$ cat src/set_assoc_lru_lookup_core_assert.svh
// Assertion macros shared by the lookup core.
`ifndef SET_ASSOC_LRU_LOOKUP_CORE_ASSERT_SVH
`define SET_ASSOC_LRU_LOOKUP_CORE_ASSERT_SVH

// Consequent must hold in the same cycle as the antecedent.
`define SALRU_ASSERT_SAME(label, ante, cons, msg) \
    label: assert property (@(posedge i_clk) disable iff (!i_rst_n) (ante) |-> (cons)) \
        else $error(msg);

// Consequent must hold in the cycle after the antecedent.
`define SALRU_ASSERT_NEXT(label, ante, cons, msg) \
    label: assert property (@(posedge i_clk) disable iff (!i_rst_n) (ante) |=> (cons)) \
        else $error(msg);

`endif

$ cat src/salru_pkg.sv
package salru_pkg;

    typedef struct packed {
        logic [5:0]  set_index;
        logic [23:0] tag;
    } t_in_beat;

    typedef enum logic [1:0] {
        KIND_HIT      = 2'd0,
        KIND_COLD     = 2'd1,
        KIND_CONFLICT = 2'd2
    } t_access_kind;

    typedef struct packed {
        logic [2:0]   way;
        t_access_kind access_kind;
    } t_out_beat;

    typedef enum logic [2:0] {
        ST_CLEAR,
        ST_IDLE,
        ST_META,
        ST_SCAN,
        ST_DONE
    } t_seq_state;

    // Control from the sequencer to the shared scan unit.
    typedef struct packed {
        logic start;       // clear the scan flags
        logic step;        // evaluate one recency position
        logic way_active;  // the way at this position takes part
        logic way_valid;   // the line at this position is valid
    } t_scan_ctl;

    localparam int CFG_BITS = 4;

endpackage

$ cat src/salru_scan.sv
module salru_scan
    import salru_pkg::*;
#(
    parameter int WAYS      = 8,
    parameter int TAG_BITS  = 24,
    parameter int POS_BITS  = (WAYS > 1) ? $clog2(WAYS) : 1
) (
    input  logic                i_clk,
    input  logic                i_rst_n,
    input  t_scan_ctl           i_ctl,
    input  logic [POS_BITS-1:0] i_pos,
    input  logic [TAG_BITS-1:0] i_key_tag,
    input  logic [TAG_BITS-1:0] i_line_tag,
    output t_access_kind        o_kind,
    output logic [POS_BITS-1:0] o_pos
);

    logic                r_hit,       n_hit;
    logic                r_have_inv,  n_have_inv;
    logic                r_have_part, n_have_part;
    logic [POS_BITS-1:0] r_hit_pos,   n_hit_pos;
    logic [POS_BITS-1:0] r_inv_pos,   n_inv_pos;
    logic [POS_BITS-1:0] r_last_pos,  n_last_pos;
    logic                w_tag_eq;

    assign w_tag_eq = (i_line_tag == i_key_tag);

    // One recency position per step: the first matching valid way wins,
    // the first invalid way is kept as the fill candidate, and the last
    // active way seen is the least recently used one.
    always_comb begin
        n_hit       = r_hit;
        n_have_inv  = r_have_inv;
        n_have_part = r_have_part;
        n_hit_pos   = r_hit_pos;
        n_inv_pos   = r_inv_pos;
        n_last_pos  = r_last_pos;
        if (i_ctl.start) begin
            n_hit       = 1'b0;
            n_have_inv  = 1'b0;
            n_have_part = 1'b0;
            n_hit_pos   = '0;
            n_inv_pos   = '0;
            n_last_pos  = '0;
        end else if (i_ctl.step && i_ctl.way_active) begin
            n_have_part = 1'b1;
            n_last_pos  = i_pos;
            if (i_ctl.way_valid) begin
                if (!r_hit && w_tag_eq) begin
                    n_hit     = 1'b1;
                    n_hit_pos = i_pos;
                end
            end else if (!r_have_inv) begin
                n_have_inv = 1'b1;
                n_inv_pos  = i_pos;
            end
        end
    end

    always_ff @(posedge i_clk) begin
        if (!i_rst_n) begin
            r_hit       <= 1'b0;
            r_have_inv  <= 1'b0;
            r_have_part <= 1'b0;
        end else begin
            r_hit       <= n_hit;
            r_have_inv  <= n_have_inv;
            r_have_part <= n_have_part;
        end
        r_hit_pos  <= n_hit_pos;
        r_inv_pos  <= n_inv_pos;
        r_last_pos <= n_last_pos;
    end

    always_comb begin
        if (r_hit) begin
            o_kind = KIND_HIT;
            o_pos  = r_hit_pos;
        end else if (r_have_inv) begin
            o_kind = KIND_COLD;
            o_pos  = r_inv_pos;
        end else begin
            o_kind = KIND_CONFLICT;
            o_pos  = r_have_part ? r_last_pos : '0;
        end
    end

endmodule
$ cat config.mk
export PLATFORM = sky130hd
export DESIGN_NAME = salru_scan
export DESIGN_NICKNAME = d
export VERILOG_FILES = /design/src/set_assoc_lru_lookup_core_assert.svh /design/src/salru_pkg.sv /design/src/salru_scan.sv
export SDC_FILE = /design/constraint.sdc
export NUM_CORES = 1
export LEC_CHECK = 0
export BUFFER_PORTS_ARGS = -buffer_cell sky130_fd_sc_hd__buf_4
export CAP_MARGIN = 25
export CORE_MARGIN = 4
export CORE_UTILIZATION = 42
export DETAILED_ROUTE_END_ITERATION = 16
export PLACE_DENSITY = 0.84
export SETUP_SLACK_MARGIN = 0.02
export SYNTH_ARGS = -nofsm -noshare
export SYNTH_HDL_FRONTEND = slang
export SYNTH_SLANG_ARGS = --single-unit
$ cat constraint.sdc
create_clock -name i_clk -period 2.57 [get_ports i_clk]
set_input_delay 0.257 -clock i_clk [delete_from_list [all_inputs] [get_ports i_clk]]
set_output_delay 0.257 -clock i_clk [all_outputs]
set_load 0.005 [all_outputs]
## After elaboration in Yosys (flattened, before gate mapping)

Cells that the tools add are included.

| cells by class | value |
|---|---|
| equal/unequal tests | 1 |
| reductions and logical operators | 7 |
| multiply operators | 0 |
| shift operators | 0 |
| mux-type cells | 5 |
| $add $sub $neg | 0 |
| bitwise logic cells | 3 |
| magnitude comparators | 0 |
| div/mod/pow operators | 0 |

Operator list:

| kind | number |
|---|---|
| == test 24 bit | 1 |
| two-way mux 3 bit | 3 |
| AND reduction 3 bit | 2 |
| two-way mux 2 bit | 2 |
| NOT 1 bit | 3 |
| logical AND 1 bit | 2 |
| AND reduction 2 bit | 1 |
| OR reduction 2 bit | 1 |
| zero test 1 bit | 1 |

| storage, ports and cells | value |
|---|---|
| bits in read-only memories | 0 |
| flip-flop bits (word level) | 12 |
| latch bits | 0 |
| output and inout bits | 5 |
| word-level logic and storage cells | 22 |
| input bits | 57 |
| memories kept | 0 |
| bits in writable memories | 0 |

## Logic depth before layout (Yosys ltp)

Gate-level depths: netlist of the first run.

| depth | value |
|---|---|
| depth after elaboration | 3 |
| mapped depth | 5 |

## Worst setup path before layout of the first run

No wires, ideal clock.

| path | value |
|---|---|
| path kind | input -> register |
| start point | input port i_key_tag[13] |
| end point | register r_hit_pos[0] |
| setup time | 132 ps |
| data required time | 2,438 ps |
| slack | 1,329 ps |
| data arrival time | 1,109 ps |
| path buffers | 0 |
| stages on the path | 5 |
| cell sequence | xor2_1 > nor4_1 > nand4_1 > o21ai_0 > a21oi_1 |

| on the way | value |
|---|---|
| cells in the longest elaborated chain, start to end | 3 |

Ends and longest elaborated chain:

| what | RTL line | text |
|---|---|---|
| from (decl) | salru_scan.sv:12 | `input logic [TAG_BITS-1:0] i_key_tag,` |
| == test 24 bit | salru_scan.sv:26 | `assign w_tag_eq = (i_line_tag == i_key_tag);` |
| logical AND 1 bit | salru_scan.sv:49 | `if (!r_hit && w_tag_eq) begin` |
| AND reduction 3 bit (no line) | - |  |
| to (signal assigned) | salru_scan.sv:70 | `r_hit_pos <= n_hit_pos;` |
| to (decl) | salru_scan.sv:21 | `logic [POS_BITS-1:0] r_hit_pos, n_hit_pos;` |

Every way passes these cells.
A chain may end at the register's enable or synchronous reset.

## Final worst setup path of the first run

| path | value |
|---|---|
| start point | register r_have_inv |
| end point | output port o_pos[2] |

| on the way | value |
|---|---|
| cells in the longest elaborated chain, start to end | 2 |

Ends and longest elaborated chain:

| what | RTL line | text |
|---|---|---|
| from (decl) | salru_scan.sv:19 | `logic r_have_inv, n_have_inv;` |
| from (signal assigned) | salru_scan.sv:67 | `r_have_inv <= n_have_inv;` |
| two-way mux 3 bit | salru_scan.sv:79 | `end else if (r_have_inv) begin` |
| two-way mux 3 bit | salru_scan.sv:76 | `if (r_hit) begin` |
| to (decl) | salru_scan.sv:15 | `output logic [POS_BITS-1:0] o_pos` |

Every way passes these cells.

==> flow_summary_export.csv, run 1 <==
group,metric,value,unit
layout,fin_nets,215,
run,cap_violations,0,
timing,max_freq,626,MHz
placed_design,dpl.hpwl,2160,um
pwr,switching_share,0.235,
pwr,p_int,0.358,mW
global_route,antenna_found_initial,0,
hold_path,holdCritPathClass,"primary input to register",
floorplanning,rows,15,
global_route,grt_max_degree,11,
synthesis,synthesis.instances,94,
setup_path,r2r_slack,1.20,ns
layout,stdcell_count,182,
layout,drive_gt1_frac,0.433,
pwr,p_switching,0.110,mW
layout,fill_cells,143,
setup_path,slowest_stage,"dfxtp_1",
layout,area_delta_synth_final,64.7,%
layout,n_antenna_cell,0,
cts,clk_pin_slew,0.07,ns
setup_path,path_delay_family,"flip-flops",
detailed_routing,routedWlPerCell,13.3,um
detailed_routing,avgViaCountPerCell,5.09,
detailed_routing,drc,0,
detailed_routing,drt_iter0_drc,8,
synthesis,avgSynthCellArea,8.49,um2
synthesis,yosysWarnings,0,
floorplanning,coreArea,1760,um2
timing,rsz0062_at_grt,"no",
cts,cts_resized,0,
timing,worst_clock_skew,0.00301,ns
floorplanning,dieArea,2660,um2
cts,clock_sinks,12,
pwr,combPwrFrac,0.278,
synthesis,syn_area,798,um2
global_route,grt_pass1_wl,3860,um
floorplanning,chipWidth,51.6,um
setup_path,max_stage_delay,0.38,ns
floorplanning,ioPinCount,62,
setup_path,cp-end-kind,"output port",
setup_path,critPathBufInv,1,
timing,fin_tns_setup,0,ns
pwr,max-vdd-ir-drop,0.185,mV
placed_design,place.gp.congestion,0.712,
timing,layout_min_cycle_time,1.60,ns
placed_design,numPlacedInstances,178,
pwr,cellLeakagePower,0.591,nW
detailed_routing,drtAntennaViolNets,0,
timing,worstMarginPinSlew,0.559,ns
global_route,overflow,0,
synthesis,ys_seq_area_frac,0.301,
timing,slew_headroom,0.624,
detailed_routing,vias,927,
cts,cts_buffers,3,
setup_path,startpoint_type,"register",
setup_path,crit_type,"register to output port",
setup_path,r2r-start,"r_hit",
setup_path,r2r_cells,4,
cts,cts_setup_buffers,0,
floorplanning,start_util,0.452,
setup_path,cp.required,2.31,ns
floorplanning,die_y,51.6,um
cts,clkLatencyLatePin,0.26,ns
pwr,power_density,356,nW/um2
global_route,grt_pass1_vias,940,
detailed_routing,dr.pass1.iters,4,
cts,root_buffer,"clkbuf_4",
cts,clock_path_buffers,2,
detailed_routing,finalWirelength,2410,um
setup_path,cp_max_fo,8,
cts,cts_tree,"built",
timing,slew_violations,0,
synthesis,yosysUniqueCellTypes,23,
setup_path,cp-startpoint,"r_have_inv",
outcome,status,"finished clean",
setup_path,r2r-end,"r_hit_pos[1]",
placed_design,portBuffers,61,
timing,fin_crit_sh,0.621,
hold_path,worstHoldEndpoint,"r_hit_pos[0]",
hold_path,hp-start,"i_ctl[3]",
timing,finalHoldViolCount,0,
setup_path,cp.arrival,1.34,ns
global_route,grt_usage,0.194,
synthesis,synth_seq_cells,12,
synthesis,synthesis.nets,151,
setup_path,crit_chain,"nor2b_1 -> a22oi_1 -> o21ai_0 -> buf_4",
hold_path,min_path_cells,2,
timing,setup_viol,0,
cts,ctsHoldBuffers,0,
pwr,seq_power_share,0.413,
pwr,p_clk_frac,0.309,
cts,h-tree-depth,1,
## layout by cell type, fill, tap and decap left out
master,synthesis,final
clkbuf_4,0,3
nand2_2,1,1
nor4b_2,1,1
o21ai_0,6,6
nor2b_1,4,4
nand4bb_1,1,1
nand2_1,7,7
xor2_1,22,22
and4_1,1,1
mux2i_1,3,3
a21oi_1,7,7
nand3_1,6,6
o21a_1,2,2
dfxtp_1,12,12
and4bb_1,1,1
nand4_1,1,1
clkbuf_8,0,1
buf_4,0,61
a22oi_1,3,3
xnor2_1,2,2
nor3_1,1,1
nor2_1,6,6
nor4_1,4,4
nor4_2,1,1
## cell families (layout without fill, tap and decap cells)
logic type,after synthesis,after routing,share of synthesized area
AOI/OAI and AO/OA,18,18,0.129
and+or+nand+nor,35,35,0.259
xor gates and xnor gates,24,24,0.263
muxes,3,3,0.0376
DFF,12,12,0.301
buffers and inverters,2,65,0.0110
## cell usage after synthesis
| master | count | area (um2) |
|---|---|---|
| xor2_1 | 22 | 193 |
| dfxtp_1 | 12 | 240 |
| a21oi_1 | 7 | 35.0 |
| nand2_1 | 7 | 26.3 |
| nand3_1 | 6 | 30.0 |
| nor2_1 | 6 | 22.5 |
| o21ai_0 | 6 | 30.0 |
| nor2b_1 | 4 | 25.0 |
| nor4_1 | 4 | 25.0 |
| a22oi_1 | 3 | 22.5 |
| mux2i_1 | 3 | 30.0 |
| o21a_1 | 2 | 15.0 |
| xnor2_1 | 2 | 17.5 |
| and4_1 | 1 | 8.76 |
| and4bb_1 | 1 | 12.5 |
| buf_2 | 1 | 5.00 |
| clkbuf_1 | 1 | 3.75 |
| nand2_2 | 1 | 6.26 |
| nand4_1 | 1 | 6.26 |
| nand4bb_1 | 1 | 11.3 |
| nor3_1 | 1 | 5.00 |
| nor4_2 | 1 | 12.5 |
| nor4b_2 | 1 | 15.0 |
## flip-flops by register name, indices dropped and copies added, names as in the netlist
register,count
r_hit_pos,3
r_inv_pos,3
r_last_pos,3
r_have_inv,1
r_have_part,1
r_hit,1
## final cells by class
| type | count | area [um2] | share of cell area |
|---|---|---|---|
| Clock buffer | 4 | 36.3 | 0.0276 |
| Multi-Input combinational cell | 80 | 549 | 0.418 |
| Sequential cell | 12 | 240 | 0.183 |
| Tap cell | 25 | 31.3 | 0.0238 |
| Timing Repair Buffer | 61 | 458 | 0.348 |
## how the worst max path moves through the flow
stage                         to  slack [ns]  depth (start not counted)
floorplan           r_hit_pos[0]        1.33                          5
finish                  o_pos[2]        0.97                          4
detailed placement  r_hit_pos[1]        1.02                          6
global placement    r_hit_pos[2]        1.06                          6
global route            o_pos[2]        0.86                          4
CTS                     o_pos[2]        0.97                          4
## power by group through the flow
| stage | clock network [mW] | registers (mW) | logic, mW |
|---|---|---|---|
| after CTS | 0.149 | 0.193 | 0.132 |
| after global routing | 0.158 | 0.194 | 0.143 |
| after detailed placement | 0 | 0.198 | 0.131 |
| after global placement | 0 | 0.197 | 0.126 |
| after floorplan | 0 | 0.197 | 0.0458 |
| final | 0.145 | 0.193 | 0.130 |
## layer usage
| metal | vias up | share of wire | global-route usage |
|---|---|---|---|
| met5 | - | 0 | 0 |
| met4 | 0 | 0.021 | 0.105 |
| met3 | 6 | 0.11 | 0.0573 |
| met2 | 56 | 0.51 | 0.354 |
| met1 | 408 | 0.36 | 0.195 |
| li1 | 457 | - | - |
## metrics by stage
step | worst slack [ns] | power [mW] | hold WS, ns | area (um2) | utilization
4_1_cts | 0.970 | 0.474 | 0.223 | 1320 | 0.745
3_5_place_dp | 1.02 | 0.329 | 0.459 | 1280 | 0.725
5_1_grt | 0.862 | 0.495 | 0.230 | 1320 | 0.745
2_1_floorplan | 1.33 | 0.243 | 0.404 | 798 | -
6_report | 0.974 | 0.468 | 0.231 | 1320 | 0.745
3_3_place_gp | 1.06 | 0.323 | 0.446 | 1280 | 0.725
Note: power is estimated with default switching activity, not from simulation.
==> run 2: changes to the inputs <==
--- a/config.mk
+++ b/config.mk
@@ -8,9 +8,9 @@
 export BUFFER_PORTS_ARGS = -buffer_cell sky130_fd_sc_hd__buf_4
 export CAP_MARGIN = 25
 export CORE_MARGIN = 4
-export CORE_UTILIZATION = 42
+export CORE_UTILIZATION = 39
 export DETAILED_ROUTE_END_ITERATION = 16
-export PLACE_DENSITY = 0.84
+export PLACE_DENSITY = 0.79
 export SETUP_SLACK_MARGIN = 0.02
 export SYNTH_ARGS = -nofsm -noshare
 export SYNTH_HDL_FRONTEND = slang
==> constraint.sdc (replaced) <==
create_clock -name i_clk -period 1.6 [get_ports i_clk]
set_input_delay 0.16 -clock i_clk [delete_from_list [all_inputs] [get_ports i_clk]]
set_output_delay 0.16 -clock i_clk [all_outputs]
set_load 0.005 [all_outputs]
==> flow_summary_export.csv, run 2 (synthesized netlist as in run 1, its figures left out) <==
group,metric,value,unit
global_route,grt_max_degree,11,
global_route,grt_pass1_vias,970,
detailed_routing,finalWirelength,2320,um
hold_path,holdCritPathClass,"primary input to register",
setup_path,cp-startpoint,"r_have_inv",
hold_path,hp-start,"i_ctl[3]",
detailed_routing,routedWlPerCell,12.6,um
cts,cts_setup_buffers,0,
timing,slew_violations,0,
timing,rsz0062_at_grt,"no",
global_route,grt_usage,0.173,
pwr,seq_power_share,0.411,
floorplanning,rows,16,
cts,ctsHoldBuffers,0,
setup_path,r2r-start,"r_have_inv",
detailed_routing,vias,922,
setup_path,cp-end-kind,"output port",
timing,setup_viol,0,
floorplanning,start_util,0.407,
detailed_routing,avgViaCountPerCell,4.98,
layout,reg_top3,"r_hit_pos: 3 flops, r_inv_pos: 3 flops, r_last_pos: 3 flops",
pwr,combPwrFrac,0.273,
cts,clock_sinks,12,
pwr,p_clk_frac,0.316,
pwr,cellLeakagePower,0.596,nW
setup_path,cp.required,1.44,ns
cts,cts_buffers,3,
placed_design,place.gp.congestion,0.752,
setup_path,startpoint_type,"register",
pwr,switching_share,0.237,
timing,slew_headroom,0.619,
layout,area_delta_synth_final,66.0,%
timing,worstMarginPinSlew,0.568,ns
floorplanning,die_y,53.2,um
placed_design,dpl.hpwl,2100,um
detailed_routing,dr.pass1.iters,3,
cts,h-tree-depth,1,
layout,final_util,0.675,
layout,final_common_cell,"buf_4",
floorplanning,ioPinCount,62,
pwr,p_switching,0.179,mW
layout,fin_nets,216,
timing,max_freq,660,MHz
layout,n_antenna_cell,0,
setup_path,crit_type,"register to output port",
cts,clkLatencyLatePin,0.27,ns
run,cap_violations,0,
layout,drive_gt1_frac,0.437,
floorplanning,coreArea,1960,um2
cts,clk_pin_slew,0.07,ns
floorplanning,dieArea,2830,um2
pwr,power_density,570,nW/um2
cts,root_buffer,"clkbuf_4",
floorplanning,chipWidth,53.2,um
cts,cts_resized,0,
layout,final_cell_mix,"buf_4, xor2_1, dfxtp_1",
detailed_routing,drt_iter0_drc,4,
placed_design,portBuffers,61,
timing,finalHoldViolCount,0,
cts,cts_tree,"built",
detailed_routing,drtAntennaViolNets,0,
setup_path,cp_max_fo,8,
pwr,p_int,0.576,mW
timing,fin_tns_setup,0,ns
timing,layout_min_cycle_time,1.52,ns
layout,fill_cells,175,
detailed_routing,drc,0,
outcome,status,"finished clean",
global_route,antenna_found_initial,0,
timing,fin_crit_sh,0.947,
global_route,overflow,0,
cts,clock_path_buffers,2,
pwr,max-vdd-ir-drop,0.338,mV
global_route,grt_pass1_wl,3640,um
setup_path,cp.arrival,1.36,ns
timing,worst_clock_skew,0.00259,ns
[run 2: cell count changes in the layout (fill, tap and decap cells not counted)]
cell	delta
buf_4	+1
[run 2: layout make-up]
class	count	area, um2	area share
multi-input cells	80	549	0.415
repair buffers	62	465	0.351
flip-flops and latches	12	240	0.181
clock buffers	4	36.3	0.0274
well taps	27	33.8	0.0255
[run 2: power by group through the flow]
stage	Combinational [mW]	Sequential, mW	Clock (mW)
6_report	0.206	0.310	0.238
5_1_grt	0.226	0.312	0.253
4_1_cts	0.209	0.310	0.242
3_5_place_dp	0.208	0.317	0
3_3_place_gp	0.202	0.317	0
2_1_floorplan	0.0736	0.316	0
[run 2: worst max-delay path: stages (launching register included)]
cell     delay, ns
dfxtp_1       0.39
nor2b_1       0.25
a22oi_1       0.11
o21ai_0       0.20
buf_4         0.14
[run 2: worst paths after layout]
path,end,slack [ns],cells after the start
worst max-delay path,o_pos[0],0.08,4
worst min-delay path,r_last_pos[1],0.13,2
worst max register to register,r_inv_pos[2],0.28,3
worst min register to register,r_last_pos[1],0.46,2
[run 2: layer usage]
metal  part of all wire  track usage  up-vias  wire (um)
met2               0.51        0.333       48       1190
met3               0.13       0.0563        2        301
met1               0.35        0.176      410        816
li1                   -            -      462          -
met4             0.0082       0.0383        0         19
met5                  0            0        -          0
[run 2: per-stage QoR]
step	std cells	setup slack [ns]	total power [mW]	hold slack (ns)	area (um2)
after floorplan	94	0.369	0.390	0.307	798
after global placement	181	0.178	0.519	0.416	1290
after detailed placement	181	0.158	0.526	0.421	1290
after CTS	185	0.0502	0.761	0.131	1330
after global routing	185	0.0287	0.791	0.140	1330
final	185	0.0846	0.755	0.134	1330
==> run 3: changes to the inputs <==
==> constraint.sdc (replaced) <==
create_clock -name i_clk -period 1.4 [get_ports i_clk]
set_input_delay 0.14 -clock i_clk [delete_from_list [all_inputs] [get_ports i_clk]]
set_output_delay 0.14 -clock i_clk [all_outputs]
set_load 0.005 [all_outputs]
==> flow_summary_export.csv, run 3 (synthesized netlist as in run 1, its figures left out) <==
group,metric,value,unit
detailed_routing,routedWlPerCell,12.6,um
placed_design,dpl.hpwl,2110,um
cts,clkLatencyLatePin,0.27,ns
global_route,grt_pass1_vias,930,
timing,slew_headroom,0.750,
pwr,max-vdd-ir-drop,0.328,mV
detailed_routing,drt_iter0_drc,14,
layout,final_cell_mix,"buf_4, xor2_1, dfxtp_1",
placed_design,numPlacedInstances,182,
timing,fin_tns_setup,0,ns
timing,finalHoldViolCount,0,
run,cap_violations,0,
cts,clock_sinks,12,
timing,worstMarginPinSlew,0.372,ns
layout,reg_top3,"r_hit_pos: 3 flops, r_inv_pos: 3 flops, r_last_pos: 3 flops",
cts,cts_tree,"built",
layout,multi_input_area,557,um2
detailed_routing,drtAntennaViolNets,0,
floorplanning,ioPinCount,62,
floorplanning,start_util,0.407,
cts,h-tree-depth,1,
setup_path,cp.arrival,1.18,ns
timing,layout_min_cycle_time,1.32,ns
setup_path,cp-end-kind,"output port",
detailed_routing,avgViaCountPerCell,4.90,
global_route,grt_max_degree,11,
pwr,fin_total_pwr,0.865,mW
global_route,grt_usage,0.172,
pwr,cellLeakagePower,0.603,nW
cts,clock_path_buffers,2,
detailed_routing,finalWirelength,2350,um
hold_path,min_path_cells,2,
timing,worst_clock_skew,0.00202,ns
placed_design,portBuffers,61,
global_route,overflow,0,
pwr,power_density,645,nW/um2
floorplanning,die_y,53.2,um
global_route,grt_pass1_wl,3570,um
setup_path,r2r-end,"r_hit_pos[0]",
floorplanning,coreArea,1960,um2
layout,area_delta_synth_final,68.0,%
detailed_routing,drc,0,
setup_path,cp_max_fo,8,
outcome,status,"finished clean",
layout,stdcell_count,186,
hold_path,worstHoldEndpoint,"r_last_pos[1]",
timing,slew_violations,0,
timing,max_freq,756,MHz
setup_path,crit_type,"register to output port",
cts,cts_buffers,3,
setup_path,startpoint_type,"register",
global_route,antenna_found_initial,0,
hold_path,hp-start,"i_ctl[3]",
cts,root_buffer,"clkbuf_4",
setup_path,r2r_slack,0.14,ns
detailed_routing,vias,911,
timing,fin_crit_sh,0.945,
layout,fin_nets,217,
timing,setup_viol,0,
timing,rsz0062_at_grt,"no",
layout,final_common_cell,"buf_4",
floorplanning,chipWidth,53.2,um
hold_path,holdCritPathClass,"primary input to register",
floorplanning,rows,16,
setup_path,r2r-start,"r_hit",
setup_path,r2r_cells,4,
cts,cts_setup_buffers,0,
layout,drive_gt1_frac,0.453,
detailed_routing,dr.pass1.iters,4,
floorplanning,dieArea,2830,um2
cts,clk_pin_slew,0.07,ns
layout,n_antenna_cell,0,
placed_design,place.gp.congestion,0.746,
layout,fill_cells,176,
layout,seqCellArea,241,um2
setup_path,cp.required,1.26,ns
[run 3: cell types whose count changed in the layout (fill, tap and decap cells not counted)]
cell,delta
buf_4,+1
dfxtp_1,-1
dfxtp_2,+1
nor2b_1,-1
nor2b_4,+1
o21ai_0,-2
o21ai_1,+2
[run 3: metal layers]
metal,GRT usage,vias up,share of wire
li1,-,462,-
met1,0.180,393,0.38
met2,0.302,52,0.49
met3,0.0648,4,0.12
met4,0.0766,0,0.011
met5,0,-,0
[run 3: final cells by class]
cell class / count / share of cell area
repair buffers: 63 / 0.353
multi-input cells: 80 / 0.415
flip-flops and latches: 12 / 0.180
clock buffers: 4 / 0.0271
well taps: 27 / 0.0252
[run 3: repair_timing]
| item | in CTS | in global routing |
|---|---|---|
| setup endpoints to repair | 3 | 2 |
| hold buffers | 0 | 0 |
| gates resized for setup | 3 | 2 |
[run 3: critical path, stage by stage, from the launching register on]
cell and delay (ns):
dfxtp_2 0.37, nor2b_4 0.15, a22oi_1 0.08, o21ai_0 0.18
buf_4 0.14
[run 3: how the worst max path moves through the flow]
stage	slack (ns)	cells after the start	to	start
after floorplan	0.17	5	r_hit_pos[0]	r_hit
after global placement	-0.002	6	r_hit_pos[2]	i_key_tag[13]
after detailed placement	-0.01	6	r_hit_pos[1]	i_key_tag[16]
after CTS	0.04	4	o_pos[2]	r_have_inv
after global routing	0.02	4	o_pos[2]	r_have_inv
final	0.08	4	o_pos[0]	r_have_inv
[run 3: metrics by stage]
stage          worst slack (ns)  utilization  instance area [um2]  hold slack (ns)
2_1_floorplan             0.169            -                  798            0.287
3_3_place_gp           -0.00196        0.661                 1300            0.400
3_5_place_dp            -0.0123        0.661                 1300            0.399
4_1_cts                  0.0426        0.684                 1340            0.110
5_1_grt                  0.0244        0.684                 1340            0.112
6_report                 0.0765        0.684                 1340            0.118
[run 3: power by group]
part | leakage [nW] | switching [mW] | internal (mW)
clock network | 0.0210 | 0.112 | 0.158
logic | 0.485 | 0.0870 | 0.153
registers | 0.0978 | 0.00560 | 0.350
total | 0.603 | 0.205 | 0.661
